`config.mk`:
```
export PLATFORM = sky130hd
export DESIGN_NAME = greedy_line_justifier_core
export DESIGN_NICKNAME = d
export VERILOG_FILES = /design/src/rtl/core/glj_pkg.sv /design/src/rtl/core/glj_ram.sv /design/src/rtl/core/glj_dp.sv /design/src/rtl/core/glj_ctrl.sv /design/src/rtl/core/greedy_line_justifier_core.sv
export SDC_FILE = /design/constraint.sdc
export NUM_CORES = 1
export LEC_CHECK = 0
export BUFFER_PORTS_ARGS = -buffer_cell sky130_fd_sc_hd__buf_2
export CAP_MARGIN = 5
export CORE_UTILIZATION = 60
export CTS_CLUSTER_SIZE = 25
export DETAILED_ROUTE_END_ITERATION = 16
export PLACE_DENSITY = 0.81
export SETUP_SLACK_MARGIN = 0.4
export SYNTH_ARGS = -nofsm -noshare
export SYNTH_HDL_FRONTEND = slang
export SYNTH_SLANG_ARGS = --single-unit
```
`constraint.sdc`:
```
create_clock -name clk -period 6.5 [get_ports clk]
set_input_delay 0 -clock clk [delete_from_list [all_inputs] [get_ports clk]]
set_output_delay 0 -clock clk [all_outputs]
set_load 0.05 [all_outputs]
```
`src/rtl/core/glj_pkg.sv`:
```
package glj_pkg;

  localparam int LEN_W = 5;
  localparam logic [LEN_W-1:0] LEN_RESET = 5'd31;

  localparam logic [7:0] SEP_BYTE = 8'd32;
  localparam logic [7:0] NL_BYTE  = 8'd10;
  localparam logic [7:0] NUL_BYTE = 8'd0;

  localparam int MAX_RESULTS = 64;
  localparam int RES_W = $clog2(MAX_RESULTS + 1);

  typedef enum logic [1:0] {
    EMIT_CHAR  = 2'd0,
    EMIT_SPACE = 2'd1,
    EMIT_NL    = 2'd2
  } emit_sel_t;

  typedef struct packed {
    logic      load_in;
    logic      char_step;
    logic      add_word;
    logic      fsetup;
    logic      div_step;
    logic      load_klen;
    logic      load_spc;
    logic      next_word;
    logic      emit;
    emit_sel_t emit_sel;
    logic      nl_final;
    logic      flush_done;
  } cmd_t;

  typedef struct packed {
    logic is_sep;
    logic is_end;
    logic open_zero;
    logic need_flush;
    logic held_zero;
    logic gaps_zero;
    logic div_done;
    logic word_last;
    logic kchar_last;
    logic spc_last;
    logic spc_calc_zero;
    logic emit_ok;
  } sts_t;

endpackage

```
`src/rtl/core/glj_ram.sv`:
```
module glj_ram #(
  parameter int WIDTH = 8,
  parameter int DEPTH = 48
) (
  input  logic                     clk,
  input  logic                     we,
  input  logic [$clog2(DEPTH)-1:0] waddr,
  input  logic [WIDTH-1:0]         wdata,
  input  logic [$clog2(DEPTH)-1:0] raddr,
  output logic [WIDTH-1:0]         rdata
);

  logic [WIDTH-1:0] mem [DEPTH];

  always_ff @(posedge clk) begin
    if (we) begin
      mem[waddr] <= wdata;
    end
    rdata <= mem[raddr];
  end

endmodule

```
`src/rtl/core/glj_dp.sv`:
```
module glj_dp import glj_pkg::*; #(
  parameter int WORD_MAX = 17,
  parameter int LINE_MAX = 31
) (
  input  logic             clk,
  input  logic             rst,
  input  logic             cfg_wr_en,
  input  logic [LEN_W-1:0] cfg_wr_data,
  input  logic [7:0]       in_char,
  input  logic             end_of_text,
  input  cmd_t             cmd,
  output sts_t             sts,
  input  logic             out_stall,
  output logic             out_valid,
  output logic [7:0]       out_char,
  output logic             run_last
);

  localparam int DEPTH = LINE_MAX + WORD_MAX;
  localparam int AW    = $clog2(DEPTH);
  localparam int PW    = AW + 2;
  localparam int CW    = $clog2(DEPTH + 1);
  localparam int NW    = CW + 2;
  localparam int WLD   = LINE_MAX / 2 + 2;
  localparam int WLAW  = $clog2(WLD);
  localparam int HW    = $clog2(WLD + 1);
  localparam int OW    = $clog2(WORD_MAX + 1);
  localparam int DCW   = $clog2(LEN_W + 1);

  // circular buffer: logical position x sits at bp + x
  function automatic logic [AW-1:0] circ(input logic [AW-1:0] b, input logic [CW-1:0] x);
    logic [PW-1:0] s;
    s = PW'(b) + PW'(x);
    if (s >= PW'(DEPTH)) begin
      s = s - PW'(DEPTH);
    end
    return s[AW-1:0];
  endfunction

  logic [LEN_W-1:0] line_length;
  logic [LEN_W-1:0] eff_len;
  logic [7:0]       chr;
  logic             end_r;
  logic [OW-1:0]    open_len;
  logic [HW-1:0]    held_words;
  logic [CW-1:0]    held_chars;
  logic [AW-1:0]    bp;
  logic [LEN_W-1:0] slack;
  logic [LEN_W-1:0] quo;
  logic [HW-1:0]    rem;
  logic [DCW-1:0]   div_cnt;
  logic [HW-1:0]    w;
  logic [CW-1:0]    pos;
  logic [OW-1:0]    kchar;
  logic [LEN_W:0]   spc;
  logic [RES_W-1:0] res_cnt;

  logic [HW-1:0]    gaps;
  logic [CW:0]      app_pos;
  logic             app_ok;
  logic [NW-1:0]    fit_sum;
  logic [NW-1:0]    slack_diff;
  logic [LEN_W-1:0] slack_calc;
  logic [LEN_W:0]   spc_calc;
  logic [HW:0]      rs;
  logic             ge;
  logic             cnt_full;
  logic [7:0]       emit_byte;
  logic             emit_last;

  logic             lr_we;
  logic [AW-1:0]    lr_waddr;
  logic [AW-1:0]    lr_raddr;
  logic [7:0]       lr_rdata;
  logic             wl_we;
  logic [OW-1:0]    wl_rdata;

  always_comb begin
    if (int'(line_length) > LINE_MAX) begin
      eff_len = LEN_W'(LINE_MAX);
    end else begin
      eff_len = line_length;
    end
  end

  assign gaps       = held_words - HW'(1);
  assign app_pos    = (CW+1)'(held_chars) + (CW+1)'(open_len);
  assign app_ok     = (chr != SEP_BYTE) && (chr != NUL_BYTE) &&
                      (open_len < OW'(WORD_MAX)) && (app_pos < (CW+1)'(DEPTH));
  assign fit_sum    = NW'(held_chars) + NW'(held_words) + NW'(open_len);
  assign slack_diff = NW'(eff_len) - NW'(held_chars);
  assign slack_calc = (NW'(eff_len) > NW'(held_chars)) ? slack_diff[LEN_W-1:0] : '0;
  assign rs         = {rem, quo[LEN_W-1]};
  assign ge         = rs >= (HW+1)'(gaps);
  assign cnt_full   = res_cnt >= RES_W'(MAX_RESULTS);

  always_comb begin
    if ((HW+1)'(w) + (HW+1)'(1) == (HW+1)'(held_words)) begin
      spc_calc = (held_words == HW'(1)) ? {1'b0, slack} : '0;
    end else begin
      spc_calc = (LEN_W+1)'(quo) + ((w < rem) ? (LEN_W+1)'(1) : '0);
    end
  end

  always_comb begin
    emit_last = 1'b0;
    case (cmd.emit_sel)
      EMIT_CHAR:  emit_byte = lr_rdata;
      EMIT_SPACE: emit_byte = SEP_BYTE;
      EMIT_NL: begin
        emit_byte = NL_BYTE;
        emit_last = cmd.nl_final;
      end
      default:    emit_byte = NL_BYTE;
    endcase
  end

  assign sts.is_sep        = chr == SEP_BYTE;
  assign sts.is_end        = end_r;
  assign sts.open_zero     = open_len == '0;
  assign sts.need_flush    = (held_words != '0) && (fit_sum > NW'(eff_len));
  assign sts.held_zero     = held_words == '0;
  assign sts.gaps_zero     = held_words == HW'(1);
  assign sts.div_done      = div_cnt == '0;
  assign sts.word_last     = (HW+1)'(w) + (HW+1)'(1) == (HW+1)'(held_words);
  assign sts.kchar_last    = kchar == OW'(1);
  assign sts.spc_last      = spc == (LEN_W+1)'(1);
  assign sts.spc_calc_zero = spc_calc == '0;
  assign sts.emit_ok       = cnt_full || !out_valid || !out_stall;

  assign lr_we    = cmd.char_step && app_ok;
  assign lr_waddr = circ(bp, app_pos[CW-1:0]);
  assign lr_raddr = circ(bp, pos);
  assign wl_we    = cmd.add_word && (held_words < HW'(WLD));

  glj_ram #(.WIDTH(8), .DEPTH(DEPTH)) u_line_ram (
    .clk   (clk),
    .we    (lr_we),
    .waddr (lr_waddr),
    .wdata (chr),
    .raddr (lr_raddr),
    .rdata (lr_rdata)
  );

  glj_ram #(.WIDTH(OW), .DEPTH(WLD)) u_wlen_ram (
    .clk   (clk),
    .we    (wl_we),
    .waddr (held_words[WLAW-1:0]),
    .wdata (open_len),
    .raddr (w[WLAW-1:0]),
    .rdata (wl_rdata)
  );

  always_ff @(posedge clk) begin
    if (rst) begin
      line_length <= LEN_RESET;
      open_len    <= '0;
      held_words  <= '0;
      held_chars  <= '0;
      bp          <= '0;
      out_valid   <= 1'b0;
    end else begin
      if (cfg_wr_en) begin
        line_length <= cfg_wr_data;
      end
      if (lr_we) begin
        open_len <= open_len + OW'(1);
      end
      if (cmd.add_word) begin
        if (held_words < HW'(WLD)) begin
          held_words <= held_words + HW'(1);
          held_chars <= held_chars + CW'(open_len);
        end
        open_len <= '0;
      end
      if (cmd.flush_done) begin
        bp         <= circ(bp, held_chars);
        held_words <= '0;
        held_chars <= '0;
      end
      if (cmd.emit && !cnt_full) begin
        out_valid <= 1'b1;
      end else if (!out_stall) begin
        out_valid <= 1'b0;
      end
    end
  end

  always_ff @(posedge clk) begin
    if (cmd.load_in) begin
      chr     <= in_char;
      end_r   <= end_of_text;
      res_cnt <= '0;
    end
    if (cmd.fsetup) begin
      slack   <= slack_calc;
      quo     <= slack_calc;
      rem     <= '0;
      div_cnt <= DCW'(LEN_W);
      w       <= '0;
      pos     <= '0;
    end
    // restoring divide, one quotient bit per cycle
    if (cmd.div_step) begin
      rem     <= ge ? HW'(rs - (HW+1)'(gaps)) : HW'(rs);
      quo     <= {quo[LEN_W-2:0], ge};
      div_cnt <= div_cnt - DCW'(1);
    end
    if (cmd.load_klen) begin
      kchar <= wl_rdata;
    end
    if (cmd.load_spc) begin
      spc <= spc_calc;
    end
    if (cmd.next_word) begin
      w <= w + HW'(1);
    end
    if (cmd.emit) begin
      if (cmd.emit_sel == EMIT_CHAR) begin
        pos   <= pos + CW'(1);
        kchar <= kchar - OW'(1);
      end
      if (cmd.emit_sel == EMIT_SPACE) begin
        spc <= spc - (LEN_W+1)'(1);
      end
      if (!cnt_full) begin
        res_cnt  <= res_cnt + RES_W'(1);
        out_char <= emit_byte;
        run_last <= emit_last || (res_cnt == RES_W'(MAX_RESULTS - 1));
      end
    end
  end

endmodule

```
`src/rtl/core/glj_ctrl.sv`:
```
module glj_ctrl import glj_pkg::*; (
  input  logic clk,
  input  logic rst,
  input  logic in_valid,
  output logic in_stall,
  input  sts_t sts,
  output cmd_t cmd
);

  typedef enum logic [12:0] {
    S_IDLE   = 13'b0000000000001,
    S_CHAR   = 13'b0000000000010,
    S_CLOSE  = 13'b0000000000100,
    S_ADD    = 13'b0000000001000,
    S_FSETUP = 13'b0000000010000,
    S_DIV    = 13'b0000000100000,
    S_WREAD  = 13'b0000001000000,
    S_WLEN   = 13'b0000010000000,
    S_CREAD  = 13'b0000100000000,
    S_CEMIT  = 13'b0001000000000,
    S_GAP    = 13'b0010000000000,
    S_SEMIT  = 13'b0100000000000,
    S_NL     = 13'b1000000000000
  } state_t;

  state_t state, state_next;
  logic   mode_add, mode_add_next;

  assign in_stall = state != S_IDLE;

  always_comb begin
    state_next    = state;
    mode_add_next = mode_add;
    cmd           = '0;
    case (state)
      S_IDLE: begin
        if (in_valid) begin
          cmd.load_in = 1'b1;
          state_next  = S_CHAR;
        end
      end
      S_CHAR: begin
        cmd.char_step = 1'b1;
        state_next    = (sts.is_sep || sts.is_end) ? S_CLOSE : S_IDLE;
      end
      S_CLOSE: begin
        if (sts.open_zero) begin
          mode_add_next = 1'b0;
          state_next    = sts.is_end ? S_FSETUP : S_IDLE;
        end else if (sts.need_flush) begin
          mode_add_next = 1'b1;
          state_next    = S_FSETUP;
        end else begin
          state_next = S_ADD;
        end
      end
      S_ADD: begin
        cmd.add_word  = 1'b1;
        mode_add_next = 1'b0;
        state_next    = sts.is_end ? S_FSETUP : S_IDLE;
      end
      S_FSETUP: begin
        if (sts.held_zero) begin
          state_next = mode_add ? S_ADD : S_IDLE;
        end else begin
          cmd.fsetup = 1'b1;
          state_next = sts.gaps_zero ? S_WREAD : S_DIV;
        end
      end
      S_DIV: begin
        if (sts.div_done) begin
          state_next = S_WREAD;
        end else begin
          cmd.div_step = 1'b1;
        end
      end
      S_WREAD: begin
        state_next = S_WLEN;
      end
      S_WLEN: begin
        cmd.load_klen = 1'b1;
        state_next    = S_CREAD;
      end
      S_CREAD: begin
        state_next = S_CEMIT;
      end
      S_CEMIT: begin
        cmd.emit_sel = EMIT_CHAR;
        if (sts.emit_ok) begin
          cmd.emit   = 1'b1;
          state_next = sts.kchar_last ? S_GAP : S_CREAD;
        end
      end
      S_GAP: begin
        cmd.load_spc = 1'b1;
        if (!sts.spc_calc_zero) begin
          state_next = S_SEMIT;
        end else if (sts.word_last) begin
          state_next = S_NL;
        end else begin
          cmd.next_word = 1'b1;
          state_next    = S_WREAD;
        end
      end
      S_SEMIT: begin
        cmd.emit_sel = EMIT_SPACE;
        if (sts.emit_ok) begin
          cmd.emit = 1'b1;
          if (sts.spc_last) begin
            if (sts.word_last) begin
              state_next = S_NL;
            end else begin
              cmd.next_word = 1'b1;
              state_next    = S_WREAD;
            end
          end
        end
      end
      S_NL: begin
        cmd.emit_sel = EMIT_NL;
        // a line flushed ahead of the word that overflowed it is not the
        // last one when the final flush still follows
        cmd.nl_final = !(mode_add && sts.is_end);
        if (sts.emit_ok) begin
          cmd.emit       = 1'b1;
          cmd.flush_done = 1'b1;
          state_next     = mode_add ? S_ADD : S_IDLE;
        end
      end
      default: begin
        state_next = S_IDLE;
      end
    endcase
  end

  always_ff @(posedge clk) begin
    if (rst) begin
      state    <= S_IDLE;
      mode_add <= 1'b0;
    end else begin
      state    <= state_next;
      mode_add <= mode_add_next;
    end
  end

endmodule

```
`src/rtl/core/greedy_line_justifier_core.sv`:
```
// Greedy line justifier.
// Input channel: in_char / end_of_text beats, taken when in_valid is high and
// in_stall is low. Byte 32 separates words, byte 0 is ignored, end_of_text
// closes the paragraph and flushes the held line.
// Output channel: out_char / run_last beats, taken when out_valid is high and
// out_stall is low. run_last marks the final byte caused by one input beat.
// Config: cfg_wr_en writes cfg_wr_data into the line length (reset 31); write
// only while the block is idle.
// Sequencing: a word byte passes the idle and char states; a separator that only
// closes a word also passes the close and add states. A line flush runs a setup
// state, a gap division (lines with more than one word), a length read and gap
// setup per word, a read and emit per word byte, set by the registered read of
// the line buffer, and an emit per space and for the newline.
// in_stall stays high until every byte of the current beat is in the output
// register. A stall on the output pauses the flush walk; only bytes past MAX_RESULTS for one beat are dropped.
// The output register lets the next input beat in while the last byte waits.
// Reset: synchronous; clears the held line, the open word and the output
// register and restores the line length to 31. No memory clearing pass.
module greedy_line_justifier_core import glj_pkg::*; #(
  parameter int WORD_MAX = 17,
  parameter int LINE_MAX = 31
) (
  input  logic             clk,
  input  logic             rst,
  input  logic             cfg_wr_en,
  input  logic [LEN_W-1:0] cfg_wr_data,
  input  logic             in_valid,
  output logic             in_stall,
  input  logic [7:0]       in_char,
  input  logic             end_of_text,
  output logic             out_valid,
  input  logic             out_stall,
  output logic [7:0]       out_char,
  output logic             run_last
);

  cmd_t cmd;
  sts_t sts;

  glj_ctrl u_ctrl (
    .clk      (clk),
    .rst      (rst),
    .in_valid (in_valid),
    .in_stall (in_stall),
    .sts      (sts),
    .cmd      (cmd)
  );

  glj_dp #(.WORD_MAX(WORD_MAX), .LINE_MAX(LINE_MAX)) u_dp (
    .clk         (clk),
    .rst         (rst),
    .cfg_wr_en   (cfg_wr_en),
    .cfg_wr_data (cfg_wr_data),
    .in_char     (in_char),
    .end_of_text (end_of_text),
    .cmd         (cmd),
    .sts         (sts),
    .out_stall   (out_stall),
    .out_valid   (out_valid),
    .out_char    (out_char),
    .run_last    (run_last)
  );

  a_busy_after_accept: assert property (@(posedge clk) disable iff (rst)
    (in_valid && !in_stall) |=> in_stall)
    else $error("accepted beat did not make the block busy");

  a_emit_into_free: assert property (@(posedge clk) disable iff (rst)
    cmd.emit |-> sts.emit_ok)
    else $error("byte emitted while output register is blocked");

  a_flush_has_words: assert property (@(posedge clk) disable iff (rst)
    cmd.fsetup |-> !sts.held_zero)
    else $error("flush walk started on an empty line");

  a_cmd_exclusive: assert property (@(posedge clk) disable iff (rst)
    $onehot0({cmd.load_in, cmd.char_step, cmd.add_word, cmd.fsetup, cmd.emit}))
    else $error("conflicting datapath commands");

endmodule

```
==> flow_metrics.env <==
export IMPL_row_count=75
export IMPL_top_usage_layer="met2"
export IMPL_antenna_left=0
export IMPL_synth_net_count=1754
export IMPL_placed_cells=2179
export IMPL_die_w_um=210
export IMPL_antenna_found_initial=0
export IMPL_met2_usage_pct=48.7
export IMPL_vias=15500
export IMPL_grt_pass1_vias=15300
export IMPL_final_cell_mix="510 x edfxtp_1, 129 x mux4_2, 115 x nor2_1, 93 x nand2_1, 79 x dfxtp_1"
export IMPL_core_area_mm2=0.0422
export IMPL_grt_use_met1_pct=39.1
export IMPL_hold_ws_ns=0.109
export IMPL_wl_per_cell_um=27.2
export IMPL_grt_overflow=0
export IMPL_io_pins=30
export IMPL_r2r_end="u_dp.u_line_ram.mem[10][5]$_DFFE_PP_"
export IMPL_synth_area_mm2=0.0259
export IMPL_reg2reg_depth=14
export IMPL_drive_above_1_share_pct=18.2
export IMPL_worst_slew_pin_transition_ns=1.35
export IMPL_syn_inst=1652
export IMPL_clock_root_buffer="clkbuf_16"
export IMPL_synth_seq_cells=589
export IMPL_hold_violations=0
export IMPL_num_antenna_cells=0
export IMPL_clk_pin_slew_ns=0.06
export IMPL_die_area_mm2=0.0440
export IMPL_drc=0
export IMPL_p_leak_nw=9.65
export IMPL_fill_cells=2687
export IMPL_period_share_pct=89.4
export IMPL_cts_tree="built"
export IMPL_synth_ff_type="edfxtp_1"
export IMPL_powerDensity_mw_per_mm2=268
export IMPL_cp_max_fo=25
export IMPL_critical_path_startpoint="u_dp.open_len[1]$_SDFFE_PP0P_"
export IMPL_rsz0062_at_grt="yes"
export IMPL_final_cells=2312
export IMPL_num_nets_final=1828
export IMPL_postSynth_asyncResetShare_pct=0
export IMPL_hp_class="input pin to register"
export IMPL_drtIter0Drc=1642
export IMPL_fin_ws_ns=0.690
export IMPL_setup_tns_ns=0
export IMPL_layout_commonest_cell="edfxtp_1"
export IMPL_ir_worst_vdd_mv=0.353
export IMPL_grtUsageMet3_pct=4.26
export IMPL_timing_reg2reg_setup_slack_ns=0.69
export IMPL_gp_congestion=0.884
export IMPL_clk_latency_ns=0.61
export IMPL_synth_warning_count=0
export IMPL_grt_pass1_wl_um=95000
export IMPL_synth_edf_count=510
export IMPL_post_dp_hpwl_um=39400
export IMPL_via_per_inst=6.68
export IMPL_hold_depth=2
export IMPL_setup_worst_path_start_class="register"
export IMPL_crit_type="register to register"
export IMPL_ctsLongestPathBuffers=3
export IMPL_cp_data_required_time_ns=6.72
export IMPL_grt_max_degree=65
export IMPL_end_kind="register"
export IMPL_maxCapViolations=0
export IMPL_syn2layout_area_growth_pct=11.2
export IMPL_wl_um=62900
export IMPL_place_ws_ns=0.772
export IMPL_r2r_start="u_dp.open_len[1]$_SDFFE_PP0P_"
export IMPL_finalSetupViolations=0
export IMPL_seq_area_frac_synth_pct=65.2
export IMPL_die_y_um=210
export IMPL_finClkSkew_ns=0.0179
export IMPL_cts_htree_levels=2
export IMPL_portBuffers=29
export IMPL_period_minus_slack_ns=5.81
export IMPL_drv_slew=0
export IMPL_cts_num_sinks=589
export IMPL_fmax_mhz=172
export IMPL_cts_made_buffers=55
export IMPL_drt_pass1_iter_count=5
export IMPL_crit_end="u_dp.u_line_ram.mem[10][5]$_DFFE_PP_"
export IMPL_slew_headroom_pct=9.38
export IMPL_cp_arrival_ns=6.03
export IMPL_initial_utilization_pct=61.3
export IMPL_status="finished, final reports clean"
export IMPL_avgSynthCellArea_um2=15.7
export IMPL_yosysUniqueCellTypes=86
export IMPL_grtUsageTotal_pct=29.3
## worst max-delay path: stages (launching register included)
cell and delay, ns:
dfxtp_1 0.90, inv_1 0.19, fa_1 0.47, nor2b_1 0.14, o21a_1 0.19, nor2_1 0.09, xnor2_1 0.35, ha_1 0.35
nor3b_1 0.35, nor2_1 0.17, ha_1 0.23, a41oi_1 0.19, and3_1 0.28, mux2_2 0.53, nor3_1 1.00
## logic make-up after synthesis
logic type / Yosys count / synth area share (%)
AOI/OAI and AO/OA: 219 / 5.61
xor gates and xnor gates: 45 / 1.52
adders and majority gates: 83 / 4.24
buffers and inverters: 132 / 2.14
DFF: 589 / 65.2
muxes: 178 / 13.3
and+or+nand+nor: 406 / 7.95
## final cells by class
class                      count  area [µm²]  area share [%]
tap                          539         674            2.34
clock inverter                30         329            1.14
sequential                   589       16900            58.7
multi-input combinational    931        8490            29.5
timing repair buffer          85         638            2.22
clock buffer                  74        1540            5.34
inverter                      64         240           0.834
## flip-flops by register name (all words and copies together), names as in the netlist, 6 cells and up
register,flops
u_ctrl.state,13
u_dp.bp,6
u_dp.chr,8
u_dp.held_chars,6
u_dp.out_char,8
u_dp.pos,6
u_dp.res_cnt,7
u_dp.spc,6
u_dp.u_line_ram.mem,384
u_dp.u_line_ram.rdata,8
u_dp.u_wlen_ram.mem,85
## worst min path at each step
stage / slack (ns) / endpoint / startpoint
global placement: 0.18 / u_dp.chr[3]$_DFFE_PP_ / in_char[3]
global route: 0.11 / u_dp.chr[4]$_DFFE_PP_ / in_char[4]
floorplan: 0.1 / u_dp.chr[0]$_DFFE_PP_ / in_char[0]
finish: 0.11 / u_dp.chr[4]$_DFFE_PP_ / in_char[4]
detailed placement: 0.18 / u_dp.chr[5]$_DFFE_PP_ / in_char[5]
CTS: 0.07 / u_dp.chr[5]$_DFFE_PP_ / in_char[5]
## cell usage after synthesis (4+ instances only)
cell,instances,share of area (%)
dfxtp_1,79,6.1
nand2b_1,7,0.17
o21ai_0,53,1.0
nand2_1,93,1.3
a211oi_1,9,0.26
a21oi_1,58,1.1
buf_2,7,0.14
nor4_1,11,0.27
xnor2_1,27,0.91
ha_1,75,3.6
o31ai_1,4,0.12
buf_1,8,0.12
a21o_1,12,0.35
clkbuf_1,47,0.68
inv_1,63,0.91
nor2b_1,11,0.27
edfxtp_1,510,59
nor3b_1,6,0.17
and3_1,12,0.29
nand4_1,14,0.34
xor2_1,18,0.61
and2_1,11,0.27
or3_1,10,0.24
nand3b_1,5,0.14
o2111ai_1,11,0.37
nand3_1,36,0.70
o221ai_1,16,0.54
fa_1,8,0.62
a22o_1,4,0.14
o211ai_1,6,0.17
a31oi_1,4,0.097
mux2i_1,24,0.93
nor3_1,39,0.75
or4_1,6,0.17
o21a_1,7,0.20
mux4_2,129,11
nor2_1,115,1.7
mux2_2,23,1.0
## routing by layer
metal / vias up / routed length [µm]
met2: 883 / 31000
li1: 6660 / -
met3: 158 / 5150
met1: 7753 / 24200
met4: 0 / 2640
met5: - / 0
## power breakdown
group          switching [mW]  internal, mW
clock                    1.42          1.91
sequential             0.0127          4.14
combinational           0.171        0.0686
total                    1.61          6.12
## timing repair
| action | CTS | global route |
|---|---|---|
| endpoints found under the setup margin | 0 | 10 |
| endpoints found under the hold margin | 28 | 0 |
| setup buffers | 0 | 0 |
| gates resized for setup | 0 | 2 |
| hold buffers | 29 | 0 |
## stage by stage
stage          total power, mW  instance area [µm²]  utilization (%)
6_report                  7.72                28800             68.2
2_1_floorplan             4.36                25900                -
3_5_place_dp              4.46                26600             63.1
4_1_cts                   7.75                28800             68.2
5_1_grt                   7.89                28800             68.2
3_3_place_gp              4.45                26600             63.1
Note: power is estimated with default switching activity, not from simulation.
